**config.mk**
```make
export PLATFORM = sky130hd
export DESIGN_NAME = tti_cell
export DESIGN_NICKNAME = d
export VERILOG_FILES = /design/src/hdl/tti_pkg.sv /design/src/hdl/tti_cell.sv
export SDC_FILE = /design/constraint.sdc
export NUM_CORES = 1
export LEC_CHECK = 0
export BUFFER_PORTS_ARGS = -buffer_cell sky130_fd_sc_hd__buf_2
export CAP_MARGIN = 20
export CORE_MARGIN = 1
export CORE_UTILIZATION = 35
export DETAILED_ROUTE_END_ITERATION = 10
export SETUP_SLACK_MARGIN = 0.3
export SLEW_MARGIN = 20
export SYNTH_ARGS = -nofsm -noshare
export SYNTH_HDL_FRONTEND = slang
export SYNTH_SLANG_ARGS = --single-unit
```
**constraint.sdc**
```tcl
create_clock -name clk -period 0.8 [get_ports clk]
set_input_delay 0.12 -clock clk [delete_from_list [all_inputs] [get_ports clk]]
set_output_delay 0.12 -clock clk [all_outputs]
set_load 0.005 [all_outputs]
```
**src/hdl/tti_pkg.sv**
```systemverilog
// Shared types, codes and default sizes for the transpose index mapper.
// No dependencies; used by tti_cfg, tti_cell and tensor_transpose_index_map_top.
package tti_pkg;

    localparam int MAX_RANK_DEF    = 4;
    localparam int INDEX_WIDTH_DEF = 32;
    localparam int DIM_WIDTH_DEF   = 16;

    localparam int CFG_INDEX_WIDTH  = 3;
    localparam int RANK_WIDTH       = 3;
    localparam int PERM_WIDTH       = 8;
    localparam int PERM_ENTRY_WIDTH = 2;
    localparam int NUM_SIZE_REGS    = 4;

    localparam logic [PERM_WIDTH-1:0] PERM_RESET = 8'd228;

    localparam logic [CFG_INDEX_WIDTH-1:0] REG_RANK  = 3'd0;
    localparam logic [CFG_INDEX_WIDTH-1:0] REG_SIZE0 = 3'd1;
    localparam logic [CFG_INDEX_WIDTH-1:0] REG_PERM  = 3'd5;

    localparam logic [1:0] ST_OK       = 2'd0;
    localparam logic [1:0] ST_BAD_PERM = 2'd1;
    localparam logic [1:0] ST_RANGE    = 2'd2;

    typedef struct packed {
        logic       valid;
        logic [1:0] status;
    } ctl_t;

    typedef struct packed {
        logic busy;
        logic perm_ok;
    } cfg_stat_t;

endpackage

```
**src/hdl/tti_cell.sv**
```systemverilog
// One quotient-bit cell of the index chain: trial-subtract a shifted output stride
// and add the matching shifted source weight. Depends on tti_pkg.
module tti_cell #(
    parameter int INDEX_WIDTH = tti_pkg::INDEX_WIDTH_DEF,
    parameter int DIM_WIDTH   = tti_pkg::DIM_WIDTH_DEF,
    parameter int SHIFT       = 0
) (
    input  logic                   clk,
    input  logic                   rst_n,
    input  tti_pkg::ctl_t          ctl_in,
    input  logic [INDEX_WIDTH-1:0] rem_in,
    input  logic [INDEX_WIDTH-1:0] src_in,
    input  logic [INDEX_WIDTH:0]   stride,
    input  logic [INDEX_WIDTH-1:0] weight,
    output tti_pkg::ctl_t          ctl_out,
    output logic [INDEX_WIDTH-1:0] rem_out,
    output logic [INDEX_WIDTH-1:0] src_out
);

    localparam int TW = INDEX_WIDTH + 1 + DIM_WIDTH;

    tti_pkg::ctl_t          ctl_reg;
    logic [INDEX_WIDTH-1:0] rem_reg;
    logic [INDEX_WIDTH-1:0] src_reg;
    logic [TW-1:0]          trial;
    logic                   fits;
    logic [INDEX_WIDTH-1:0] step_w;

    assign trial  = TW'(stride) << SHIFT;
    assign fits   = trial <= TW'(rem_in);
    assign step_w = weight << SHIFT;

    always_ff @(posedge clk or negedge rst_n)
    begin
        if (!rst_n)
        begin
            ctl_reg <= '0;
        end
        else
        begin
            ctl_reg <= ctl_in;
        end
    end

    always_ff @(posedge clk)
    begin
        rem_reg <= fits ? (rem_in - trial[INDEX_WIDTH-1:0]) : rem_in;
        src_reg <= fits ? (src_in + step_w) : src_in;
    end

    assign ctl_out = ctl_reg;
    assign rem_out = rem_reg;
    assign src_out = src_reg;

endmodule

```
==> results.md <==
Worst hold path:
- The path with the worst hold slack has its endpoint at ctl_out[2]$_DFF_PN0_.
- Along the worst hold path, the cell count comes to 1.
- The path class of the tightest hold or removal check is in2reg.
- The hold path startpoint is ctl_in[2].

Detailed routing:
- The per-cell routed wire length is 15.00 um.
- The length of the first detailed-routing pass in iterations is 5.
- The detailed router placed 7751 vias in this run.
- The detailed-route DRC error count is 0.
- For this block, the routed nets add up to 23000 um of wire.
- For this block, the initial DRC count from the detailed router was 359.
- The detail-routed via count per cell is 5.056.
- The detail route stage leaves a number of antenna-violating nets equal to 0.

STA:
- The post-route minimum period is 2.407 ns.
- The worst pin sits at a relative slew slack of 0.7182.
- The hold violation total from the final report came to 4.
- Setup violations remaining at the end of the flow were counted as 131.
- Timing would allow up to 0.4155 GHz.
- The slew at the pin with the worst max-slew slack is 0.4182 ns.
- Setup repair after global routing could not meet its margin everywhere.
- The total negative slack is -97.35 ns.
- Once routing completed, OpenROAD measured the worst setup slack at -1.607 ns.
- In the finished design, the share of the clock period the worst path needs comes to 3.008.
- The final count of pins violating max slew was 0.
- The worst-case hold slack is -0.1160 ns.

Clock network:
- The master cell of the clock root buffer is sky130_fd_sc_hd__clkbuf_16.
- The clock transition at the register clock pins on the worst setup and hold paths after CTS is 0.06 ns.
- The depth of the CTS H-tree is 3.
- After clock tree synthesis, the flow added hold-fix buffers numbering 1.
- The count of clock tree sinks is 67.
- Counting along the longest clock path gives a buffer depth of 2.
- The number of clock buffers added by TritonCTS is 9.
- The TritonCTS clock tree is yes.

Placement:
- The global placer's final weighted congestion is 0.8902.
- At the placement stage, the worst setup path has a slack of -1.983 ns.
- The number of placed instances, taps included, is 1486.
- During placement, the flow inserted port buffers numbering 200.
- The area of placed instances is 0.009881 sq mm.
- Summed over all nets, the half-perimeter wirelength after detailed placement is 17600 um.

Critical path:
- The kind of launch point of the worst setup path is a primary input.
- Data on the critical path arrives at its endpoint at 2.67 ns.
- The highest fanout seen on the critical path is 3.
- The required time reported for the critical path endpoint is 1.06 ns.
- The worst setup path is of the in2reg kind.
- The worst setup path is captured at a flip-flop.

Global routing:
- The first global-routing pass estimated 35140 um of wire.
- The pin count of the biggest net entering global routing is 27.
- The via count of the first global-routing pass came to 7414.
- The global routing usage summed across all routing layers is 0.2418.
- The number of antenna violations at the first check in global routing is 2.
- The final global-route overflow total is 0.

Die:
- The number of placement rows is 48.
- The floorplan step defined a core boundary enclosing 0.01748 sq mm.
- The die area is 0.01860 sq mm.
- For this configuration, the core starts out at a cell density of 0.3616.
- The die is 136.4 um tall.
- The I/O pin total is 201.
- The horizontal die dimension is 136.4 um.

Cells and area:
- The top cell types in the final layout, fill and taps aside, are sky130_fd_sc_hd__buf_4, sky130_fd_sc_hd__buf_2, sky130_fd_sc_hd__a21oi_1.
- At the end of the flow the core is filled with cells to 0.6623.
- Leaving out fill and tap cells, the most frequent cell in the layout is sky130_fd_sc_hd__buf_4.
- The cell area after layout is 0.01157 sq mm.
- The count of placed standard cells in the final layout, fillers left out is 1533.
- The antenna diode count is 0.
- After the last flow step, the layout net total stands at 1534.
- The share of layout cells above drive strength 1 is 0.5336.
- From synthesis to final layout, the design area changed by 83.15%.

Synth:
- By area, the combinational part of the netlist is dominated by compound AO/OA/AOI/OAI gates.
- The area fraction in compound gates after synthesis is 0.2851.
- In this run the cell area of the synthesized design comes to 0.006320 sq mm.
- The simple logic cell fraction of the synthesized area is 0.1764.
- Counting every instance in the synthesized netlist gives 832.
- The mean instance size in the synthesized netlist is 7.596 sq um.
- The post-synthesis xor/xnor area fraction is 0.05266.
- Of the post-synthesis cell area, the dominant cell type holds 0.2027.
- The fraction of registers with async set/reset is 0.04478.
- The register area share after synthesis is 0.2146.
- In this run, distinct cell masters in the synthesized netlist total 62.
- Ranked by total cell area, the synthesized netlist is headed by sky130_fd_sc_hd__dfxtp_1, sky130_fd_sc_hd__ha_1, sky130_fd_sc_hd__a21oi_1.
- For this run, the leading register cell type out of synthesis is sky130_fd_sc_hd__dfxtp_1.
- For this run, the number of Yosys warnings is 0.
- The synthesized design contains 67 register bits.
- The area share of fa/ha/maj cells after synthesis is 0.1924.
- The net count after synthesis is 1062.
- The mux share of post-synthesis cell area is 0.008711.
- sky130_fd_sc_hd__dfxtp_1 takes more of the synthesized area than any other cell.
- The count of flip-flops with a built-in enable after synthesis is 0.

Pwr:
- The leakage component of the power is 5.647 nW.
- The maximum vdd drop is 0.001073 V.
- Dividing total power by cell area gives a power density of 1459 mW/mm^2.
- The internal power of the cells is 0.01103 W.
- The share of total power consumed by net switching is 0.3469.
- The share of total power dissipated in sequential elements is 0.252.
- The fraction of power consumed by the clock network is 0.229.
- In this run the power spent charging and discharging nets is 0.005859 W.
- Of the total power, combinational logic draws 0.519.

Flow run:
- The tool flagged a number of max-cap violations equal to 0.

Run status:
- The run finished, with violations left.
- The checks that failed: hold timing, setup timing.
==> routing by layer <==
metal / track usage / wire length, um / vias to the layer above
met4: 0.08333 / 564 / 4
met1: 0.3047 / 9972 / 3566
met2: 0.4146 / 11140 / 220
met3: 0.03803 / 1300 / 36
met5: 0 / 22 / -
li1: - / - / 3925
==> worst max-delay path: stages <==
cell,delay [ns]
sky130_fd_sc_hd__buf_12,0.11
sky130_fd_sc_hd__inv_12,0.04
sky130_fd_sc_hd__ha_4,0.14
sky130_fd_sc_hd__fa_2,0.23
sky130_fd_sc_hd__nor2b_4,0.05
sky130_fd_sc_hd__o31a_1,0.26
sky130_fd_sc_hd__o31a_1,0.30
sky130_fd_sc_hd__o311a_4,0.37
sky130_fd_sc_hd__a2111o_1,0.41
sky130_fd_sc_hd__a21o_1,0.21
sky130_fd_sc_hd__o2111a_1,0.26
sky130_fd_sc_hd__a221oi_2,0.17
==> final cells by class <==
class	count	area (sq um)
Clock buffer	13	260.3
Timing Repair Buffer	492	3717
Multi-Input combinational cell	651	5562
Inverter	83	354.1
Sequential cell	67	1388
Tap cell	225	281.5
Clock inverter	2	12.51
Fill cell	1469	5902
==> Yosys cell counts, types with 16 or more instances <==
master                     count
sky130_fd_sc_hd__a21oi_1      80
sky130_fd_sc_hd__ha_1         94
sky130_fd_sc_hd__inv_1        83
sky130_fd_sc_hd__dfxtp_1      64
sky130_fd_sc_hd__a21o_1       23
sky130_fd_sc_hd__nand3_1      19
sky130_fd_sc_hd__nand2_1      76
sky130_fd_sc_hd__o21a_1       16
sky130_fd_sc_hd__xnor2_1      24
sky130_fd_sc_hd__clkbuf_1     19
sky130_fd_sc_hd__o21ai_0      74
sky130_fd_sc_hd__nor2_1       53
==> power by group through the flow <==
stage          Clock [W]  Sequential (W)  Combinational, W
2_1_floorplan          0         0.00432           0.00380
3_3_place_gp           0         0.00425           0.00692
3_5_place_dp           0         0.00425           0.00699
4_1_cts          0.00393         0.00421           0.00793
5_1_grt          0.00405         0.00431           0.00957
6_report         0.00387         0.00426           0.00877
==> per-stage QoR <==
step	hold WS, ns	total power, W
final	-0.1160	0.01689
after global routing	-0.1216	0.01793
after CTS	-0.1205	0.01608
after detailed placement	-0.08113	0.01124
after global placement	-0.08324	0.01117
after floorplan	-0.1756	0.008125
==> repair_timing <==
item,4_1_cts,5_1_grt
pin swaps,35,43
gates resized for setup,124,142
hold endpoints to repair,14,3
cloned,4,1
endpoints found under the setup margin,131,131
setup buffers,14,12
==> registers in the layout, indices dropped and copies added (netlist names) <==
signal / count
rem_out: 32
src_out: 32
ctl_out: 3
==> worst max path at each step <==
stage | startpoint | endpoint | slack [ns] | cells past startpoint
floorplan | rem_in[0] | rem_out[30]$_DFF_P_ | -1.72 | 11
global placement | rem_in[0] | rem_out[24]$_DFF_P_ | -1.95 | 13
detailed placement | rem_in[0] | rem_out[24]$_DFF_P_ | -1.98 | 13
CTS | rem_in[0] | rem_out[30]$_DFF_P_ | -1.54 | 12
global route | rem_in[0] | rem_out[30]$_DFF_P_ | -1.65 | 12
finish | rem_in[0] | rem_out[30]$_DFF_P_ | -1.61 | 12
==> logic make-up after synthesis <==
| family | after synthesis |
|---|---|
| xor+xnor | 38 |
| fa+ha+maj | 96 |
| compound gates | 281 |
| buf+inv | 114 |
| mux | 5 |
| flops | 67 |
| simple gates | 231 |
No activity file was read; power rests on OpenSTA's default activity.
