[src/hdl/tti_pkg.sv]
// Shared types, codes and default sizes for the transpose index mapper.
// No dependencies; used by tti_cfg, tti_cell and tensor_transpose_index_map_top.
package tti_pkg;

    localparam int MAX_RANK_DEF    = 4;
    localparam int INDEX_WIDTH_DEF = 32;
    localparam int DIM_WIDTH_DEF   = 16;

    localparam int CFG_INDEX_WIDTH  = 3;
    localparam int RANK_WIDTH       = 3;
    localparam int PERM_WIDTH       = 8;
    localparam int PERM_ENTRY_WIDTH = 2;
    localparam int NUM_SIZE_REGS    = 4;

    localparam logic [PERM_WIDTH-1:0] PERM_RESET = 8'd228;

    localparam logic [CFG_INDEX_WIDTH-1:0] REG_RANK  = 3'd0;
    localparam logic [CFG_INDEX_WIDTH-1:0] REG_SIZE0 = 3'd1;
    localparam logic [CFG_INDEX_WIDTH-1:0] REG_PERM  = 3'd5;

    localparam logic [1:0] ST_OK       = 2'd0;
    localparam logic [1:0] ST_BAD_PERM = 2'd1;
    localparam logic [1:0] ST_RANGE    = 2'd2;

    typedef struct packed {
        logic       valid;
        logic [1:0] status;
    } ctl_t;

    typedef struct packed {
        logic busy;
        logic perm_ok;
    } cfg_stat_t;

endpackage

[src/hdl/tti_cfg.sv]
// Configuration registers and stride sequencer for the transpose index mapper.
// Depends on tti_pkg; walks one axis per cycle through a pair of multipliers.
module tti_cfg #(
    parameter int MAX_RANK    = tti_pkg::MAX_RANK_DEF,
    parameter int INDEX_WIDTH = tti_pkg::INDEX_WIDTH_DEF,
    parameter int DIM_WIDTH   = tti_pkg::DIM_WIDTH_DEF
) (
    input  logic                                   clk,
    input  logic                                   rst_n,
    input  logic                                   cfg_valid,
    input  logic [tti_pkg::CFG_INDEX_WIDTH-1:0]    cfg_index,
    input  logic [((DIM_WIDTH > tti_pkg::PERM_WIDTH) ? DIM_WIDTH
                   : tti_pkg::PERM_WIDTH)-1:0]     cfg_data,
    output tti_pkg::cfg_stat_t                     stat,
    output logic [INDEX_WIDTH:0]                   count,
    output logic [INDEX_WIDTH:0]                   out_pitch [MAX_RANK],
    output logic [INDEX_WIDTH-1:0]                 in_weight [MAX_RANK]
);

    localparam int RW = $clog2(MAX_RANK + 1);
    localparam int SW = (MAX_RANK > 1) ? $clog2(MAX_RANK) : 1;
    localparam int PW = INDEX_WIDTH + 1 + DIM_WIDTH;
    localparam logic [INDEX_WIDTH:0] SAT = {1'b1, {INDEX_WIDTH{1'b0}}};

    logic [tti_pkg::RANK_WIDTH-1:0]       rank_reg;
    logic [DIM_WIDTH-1:0]                 size_reg [MAX_RANK];
    logic [tti_pkg::PERM_WIDTH-1:0]       perm_reg;

    logic                                 active_reg;
    logic [SW-1:0]                        step_reg;
    logic [INDEX_WIDTH:0]                 acc_out_reg;
    logic [INDEX_WIDTH-1:0]               acc_in_reg;
    logic [INDEX_WIDTH:0]                 out_pitch_reg [MAX_RANK];
    logic [INDEX_WIDTH-1:0]               in_pitch_reg  [MAX_RANK];
    logic [INDEX_WIDTH:0]                 count_reg;
    logic                                 perm_ok_reg;

    logic [tti_pkg::PERM_ENTRY_WIDTH-1:0] perm_ax [MAX_RANK];
    logic [RW-1:0]                        rank_eff;
    logic                                 perm_ok_c;
    logic                                 step_used;
    logic [DIM_WIDTH-1:0]                 ext_o;
    logic [PW-1:0]                        prod_o;
    logic [INDEX_WIDTH:0]                 prod_o_sat;
    logic [INDEX_WIDTH+DIM_WIDTH-1:0]     prod_i;

    always_comb
    begin
        for (int k = 0; k < MAX_RANK; k++)
        begin
            perm_ax[k] = tti_pkg::PERM_ENTRY_WIDTH'(perm_reg >> (2 * k));
        end
    end

    always_comb
    begin
        if (rank_reg == '0)
        begin
            rank_eff = RW'(1);
        end
        else if (int'(rank_reg) > MAX_RANK)
        begin
            rank_eff = RW'(MAX_RANK);
        end
        else
        begin
            rank_eff = RW'(rank_reg);
        end
    end

    always_comb
    begin
        logic [MAX_RANK-1:0] seen;
        seen      = '0;
        perm_ok_c = 1'b1;
        for (int i = 0; i < MAX_RANK; i++)
        begin
            if (i < int'(rank_eff))
            begin
                if (int'(perm_ax[i]) >= int'(rank_eff))
                begin
                    perm_ok_c = 1'b0;
                end
                else if (((seen >> perm_ax[i]) & MAX_RANK'(1)) != '0)
                begin
                    perm_ok_c = 1'b0;
                end
                else
                begin
                    seen = seen | (MAX_RANK'(1) << perm_ax[i]);
                end
            end
        end
    end

    always_comb
    begin
        ext_o = DIM_WIDTH'(1);
        for (int k = 0; k < MAX_RANK; k++)
        begin
            if (int'(perm_ax[step_reg]) == k)
            begin
                ext_o = size_reg[k];
            end
        end
    end

    assign step_used  = int'(step_reg) < int'(rank_eff);
    assign prod_o     = PW'(acc_out_reg) * PW'(ext_o);
    assign prod_o_sat = (prod_o > PW'(SAT)) ? SAT : prod_o[INDEX_WIDTH:0];
    assign prod_i     = (INDEX_WIDTH + DIM_WIDTH)'(acc_in_reg)
                        * (INDEX_WIDTH + DIM_WIDTH)'(size_reg[step_reg]);

    // registers and sequencer control
    always_ff @(posedge clk or negedge rst_n)
    begin
        if (!rst_n)
        begin
            rank_reg    <= tti_pkg::RANK_WIDTH'(1);
            perm_reg    <= tti_pkg::PERM_RESET;
            for (int k = 0; k < MAX_RANK; k++)
            begin
                size_reg[k] <= DIM_WIDTH'(1);
            end
            active_reg  <= 1'b1;
            step_reg    <= SW'(MAX_RANK - 1);
            acc_out_reg <= (INDEX_WIDTH + 1)'(1);
            acc_in_reg  <= INDEX_WIDTH'(1);
        end
        else if (cfg_valid)
        begin
            if (cfg_index == tti_pkg::REG_RANK)
            begin
                rank_reg <= cfg_data[tti_pkg::RANK_WIDTH-1:0];
            end
            if (cfg_index == tti_pkg::REG_PERM)
            begin
                perm_reg <= cfg_data[tti_pkg::PERM_WIDTH-1:0];
            end
            for (int k = 0; k < MAX_RANK; k++)
            begin
                if (k < tti_pkg::NUM_SIZE_REGS
                    && int'(cfg_index) == int'(tti_pkg::REG_SIZE0) + k)
                begin
                    size_reg[k] <= cfg_data[DIM_WIDTH-1:0];
                end
            end
            active_reg  <= 1'b1;
            step_reg    <= SW'(MAX_RANK - 1);
            acc_out_reg <= (INDEX_WIDTH + 1)'(1);
            acc_in_reg  <= INDEX_WIDTH'(1);
        end
        else if (active_reg)
        begin
            if (step_used)
            begin
                acc_out_reg <= prod_o_sat;
                acc_in_reg  <= prod_i[INDEX_WIDTH-1:0];
            end
            if (step_reg == '0)
            begin
                active_reg <= 1'b0;
            end
            else
            begin
                step_reg <= step_reg - SW'(1);
            end
        end
    end

    // stride tables, written by the sequencer
    always_ff @(posedge clk)
    begin
        if (active_reg && !cfg_valid)
        begin
            out_pitch_reg[step_reg] <= step_used ? acc_out_reg : SAT;
            in_pitch_reg[step_reg]  <= acc_in_reg;
            if (step_reg == '0)
            begin
                count_reg   <= prod_o_sat;
                perm_ok_reg <= perm_ok_c;
            end
        end
    end

    always_comb
    begin
        for (int i = 0; i < MAX_RANK; i++)
        begin
            in_weight[i] = '0;
            for (int k = 0; k < MAX_RANK; k++)
            begin
                if (int'(perm_ax[i]) == k)
                begin
                    in_weight[i] = in_pitch_reg[k];
                end
            end
            out_pitch[i] = out_pitch_reg[i];
        end
    end

    assign count        = count_reg;
    assign stat.busy    = active_reg;
    assign stat.perm_ok = perm_ok_reg;

endmodule

[config.mk]
export PLATFORM = sky130hd
export DESIGN_NAME = tti_cfg
export DESIGN_NICKNAME = d
export VERILOG_FILES = /design/src/hdl/tti_pkg.sv /design/src/hdl/tti_cfg.sv
export SDC_FILE = /design/constraint.sdc
export NUM_CORES = 2
export LEC_CHECK = 0
export BUFFER_PORTS_ARGS = -buffer_cell sky130_fd_sc_hd__buf_2
export CAP_MARGIN = 10
export CORE_ASPECT_RATIO = 0.8
export CORE_MARGIN = 5
export CORE_UTILIZATION = 25
export CTS_CLUSTER_SIZE = 10
export DETAILED_ROUTE_END_ITERATION = 10
export GPL_ROUTABILITY_DRIVEN = 0
export HOLD_SLACK_MARGIN = 0.02
export REMOVE_ABC_BUFFERS = 1
export SYNTH_ARGS = -nofsm -noshare
export SYNTH_HDL_FRONTEND = slang
export SYNTH_SLANG_ARGS = --single-unit
[constraint.sdc]
create_clock -name clk -period 10.4 [get_ports clk]
set_input_delay 1.04 -clock clk [delete_from_list [all_inputs] [get_ports clk]]
set_output_delay 1.04 -clock clk [all_outputs]
set_load 0.02 [all_outputs]
==> metrics.md <==
| Metric | Value |
|---|---|
| # DRC | `0` |
| Max-slew violation count | `0` |
| Root buffer cell | `clkbuf_16` |
| Initial antenna violation count | `24` |
| Largest register FFs | `132` |
| Critical Path Start Type | `flop` |
| Sequential cell area fraction in the yosys report | `26.3%` |
| Setup TNS | `0 ns` |
| Area growth from synthesis to layout | `12.4%` |
| Setup violations, final | `0` |
| Most common flop cell mapped by yosys | `edfxtp_1` |
| Clk sink count | `437` |
| Async SR Flop Fraction | `32.7%` |
| Most common cell after layout, fill and taps aside | `inv_1` |
| Crit path kind | `flop to flop` |
| Worst-Skew Late Latency | `0.63 ns` |
| Result of the run | `finished, final reports clean` |
| Global-route wire length before repair | `208000 µm` |
| Critical path buffer and inverter count | `4` |
| H-tree depth | `2` |
| Final Hold Viols | `0` |
| Post-Syn Area per Cell | `10.8 µm²` |
| Worst path slowest cell | `mux4_2` |
| Yosys warnings | `0` |
| Die Span Y | `399 µm` |
| Routed wire length | `134000 µm` |
| Biggest cell delay along the critical path | `0.80 ns` |
| Port Buf Inserts | `316` |
| Minimum clock period after layout | `10.12 ns` |
| Post-Synthesis Cells | `4375` |
| Worst Tran Pin Value | `1.15 ns` |
| CTS tree | `yes` |
| CTS max path bufs | `3` |
| F_max | `98.9 MHz` |
| DIE WIDTH | `496 µm` |
| Worst Hold Class | `primary input to asynchronous set/reset pin` |
| Layout cell share with drive strength beyond 1 | `15.7%` |
| Antenna-violating nets left | `0` |
| Worst EP required | `10.89 ns` |
| Die Area | `198000 µm²` |
| 1st-iter DRT viols | `2279` |
| Critical path's top delay family | `adder cells` |
| DR vias | `32734` |
| EDFF count, synth | `294` |
| Number of global-route vias before repair | `34488` |
| Total grt overflow | `0` |
| CP endpoint kind | `flop` |
| Core region area | `187000 µm²` |
| Critical Path Most Common Cell | `fa_1` |
| Max cap viols | `0` |
| Unique cell type count in the Yosys netlist | `77` |
| Most frequent cells in the layout | `inv_1, fa_1, nand2_1` |
| RSZ-0062 raised after global routing | `false` |
| Wirelength per Cell | `18.9 µm` |
| Num rows | `142` |
| Gr usage total | `13.5%` |
| Initial Utilization | `25.2%` |
| Critical path arrival | `10.60 ns` |
| DP Wirelength | `101000 µm` |
| Synthesized cell area | `47200 µm²` |
| Total CTS buffers | `53` |
| Pre-antenna DRT Iters | `5` |
| CP Cell Sequence | `mux4_2 > mux4_2 > nand2_1 > fa_1 > inv_1 > fa_1 > inv_1 > fa_1 > fa_1 > fa_1 > fa_1 > inv_1 > ha_1 > a211oi_1 > nor2_1 > a211oi_2 > xnor2_1 > and4bb_1 > nand4_1 > nor4_1 > nand4_1 > a21oi_4 > buf_12 > and2_1` |
| CTS Hold Bufs | `0` |
| Largest net degree at the start of global routing | `84` |
| Clock slew at reported path FFs | `0.06 ns` |
| Fin nets | `5497` |
| Max_slew headroom | `23.3%` |
| Worst-path maximum fanout | `55` |
| Fin crit share | `97.3%` |
| Num ports | `317` |
| Average vias per placed instance | `4.61` |
| Post-synthesis register bit count | `437` |
| Layout Skew | `0.0206 ns` |
## cells by family (layout without fill, tap and decap cells)
family                     Yosys count  in the layout  share of synthesized area (%)
muxes                              241            242                           9.61
xor gates and xnor gates            84             84                           1.56
other                                0             10                              0
buffers and inverters             1073           1272                           8.60
AOI/OAI and AO/OA                  325            325                           4.72
adders and majority gates          933            933                           36.5
and+or+nand+nor                   1282           1282                           12.7
DFF                                437            437                           26.3
## cell usage after synthesis, types with 5 or more instances
cell | instances | area (µm²)
xor2_1 | 28 | 245
nor2_1 | 76 | 285
nor2b_1 | 48 | 300
or2_2 | 7 | 43.8
nand3_1 | 19 | 95.1
dfrtp_1 | 129 | 3230
a32o_1 | 23 | 230
o21ai_0 | 69 | 345
o21a_1 | 7 | 52.6
a31oi_1 | 8 | 50.1
a211o_1 | 5 | 43.8
nand2_1 | 732 | 2750
buf_2 | 9 | 45.0
dfstp_2 | 14 | 368
nand2b_1 | 17 | 106
a21o_1 | 31 | 233
clkbuf_1 | 202 | 758
buf_4 | 5 | 37.5
nor3b_1 | 7 | 52.6
a21oi_1 | 70 | 350
and2_1 | 304 | 1900
buf_1 | 47 | 176
ha_1 | 197 | 2460
fa_1 | 736 | 14700
o31ai_1 | 10 | 75.1
a22o_1 | 14 | 123
o21bai_1 | 8 | 60.1
or3_1 | 8 | 50.1
nor3_1 | 18 | 90.1
mux4_2 | 162 | 3650
nand4_1 | 18 | 113
mux2_2 | 74 | 833
o211ai_1 | 13 | 97.6
inv_1 | 810 | 3040
and3_1 | 8 | 50.1
nor4_1 | 6 | 37.5
a21boi_0 | 6 | 45.0
xnor2_1 | 56 | 490
edfxtp_1 | 294 | 8830
a211oi_1 | 13 | 97.6
mux2i_1 | 5 | 50.1
## path summary, 6_finish.rpt
check	startpoint	endpoint	slack, ns	depth (start not counted)
max in group asynchronous	rst_n	perm_reg[4]	8.44	2
min in group clk	size_reg[27]	size_reg[27]	0.52	1
worst max register to register	step_reg[0]	count[3]	0.28	24
worst min-delay path	rst_n	acc_in_reg[30]	0.50	1
worst min register to register	size_reg[27]	size_reg[27]	0.52	1
worst max-delay path	step_reg[0]	count[3]	0.28	24
## routing by layer
metal	track usage (%)	wire [µm]	vias to the layer above
met3	2.12	9250	180
met2	22.4	64900	1093
met1	17.9	56300	17264
li1	-	-	14197
met4	4.39	4000	0
met5	0	0	-
## repair_timing
item,in CTS,in global routing
gates resized for setup,0,0
buffers inserted,0,5
setup endpoints to repair,0,55
## metrics by stage
stage	instances	instance area (µm²)	utilization (%)	setup slack, ns	hold WS, ns
after floorplan	4112	46100	-	0.349	0.491
after global placement	7001	51400	27.4	0.394	0.502
after detailed placement	7001	51400	27.4	0.307	0.511
after CTS	7089	52900	28.2	0.288	0.519
after global routing	7101	53000	28.3	0.0133	0.547
final	7105	53000	28.3	0.284	0.501
## layout make-up
| type | count | area (µm²) |
|---|---|---|
| flip-flops and latches | 437 | 12400 |
| clock buffers | 77 | 1460 |
| clock inverters | 11 | 95.1 |
| well taps | 2520 | 3150 |
| diodes | 10 | 25.0 |
| fillers | 19315 | 134000 |
| inverters | 810 | 3040 |
| repair buffers | 374 | 2050 |
| multi-input cells | 2866 | 30800 |
Power is left out: the tool's default activity adds up to more than one toggle a clock period on the data nets, which glitch-free logic cannot reach.
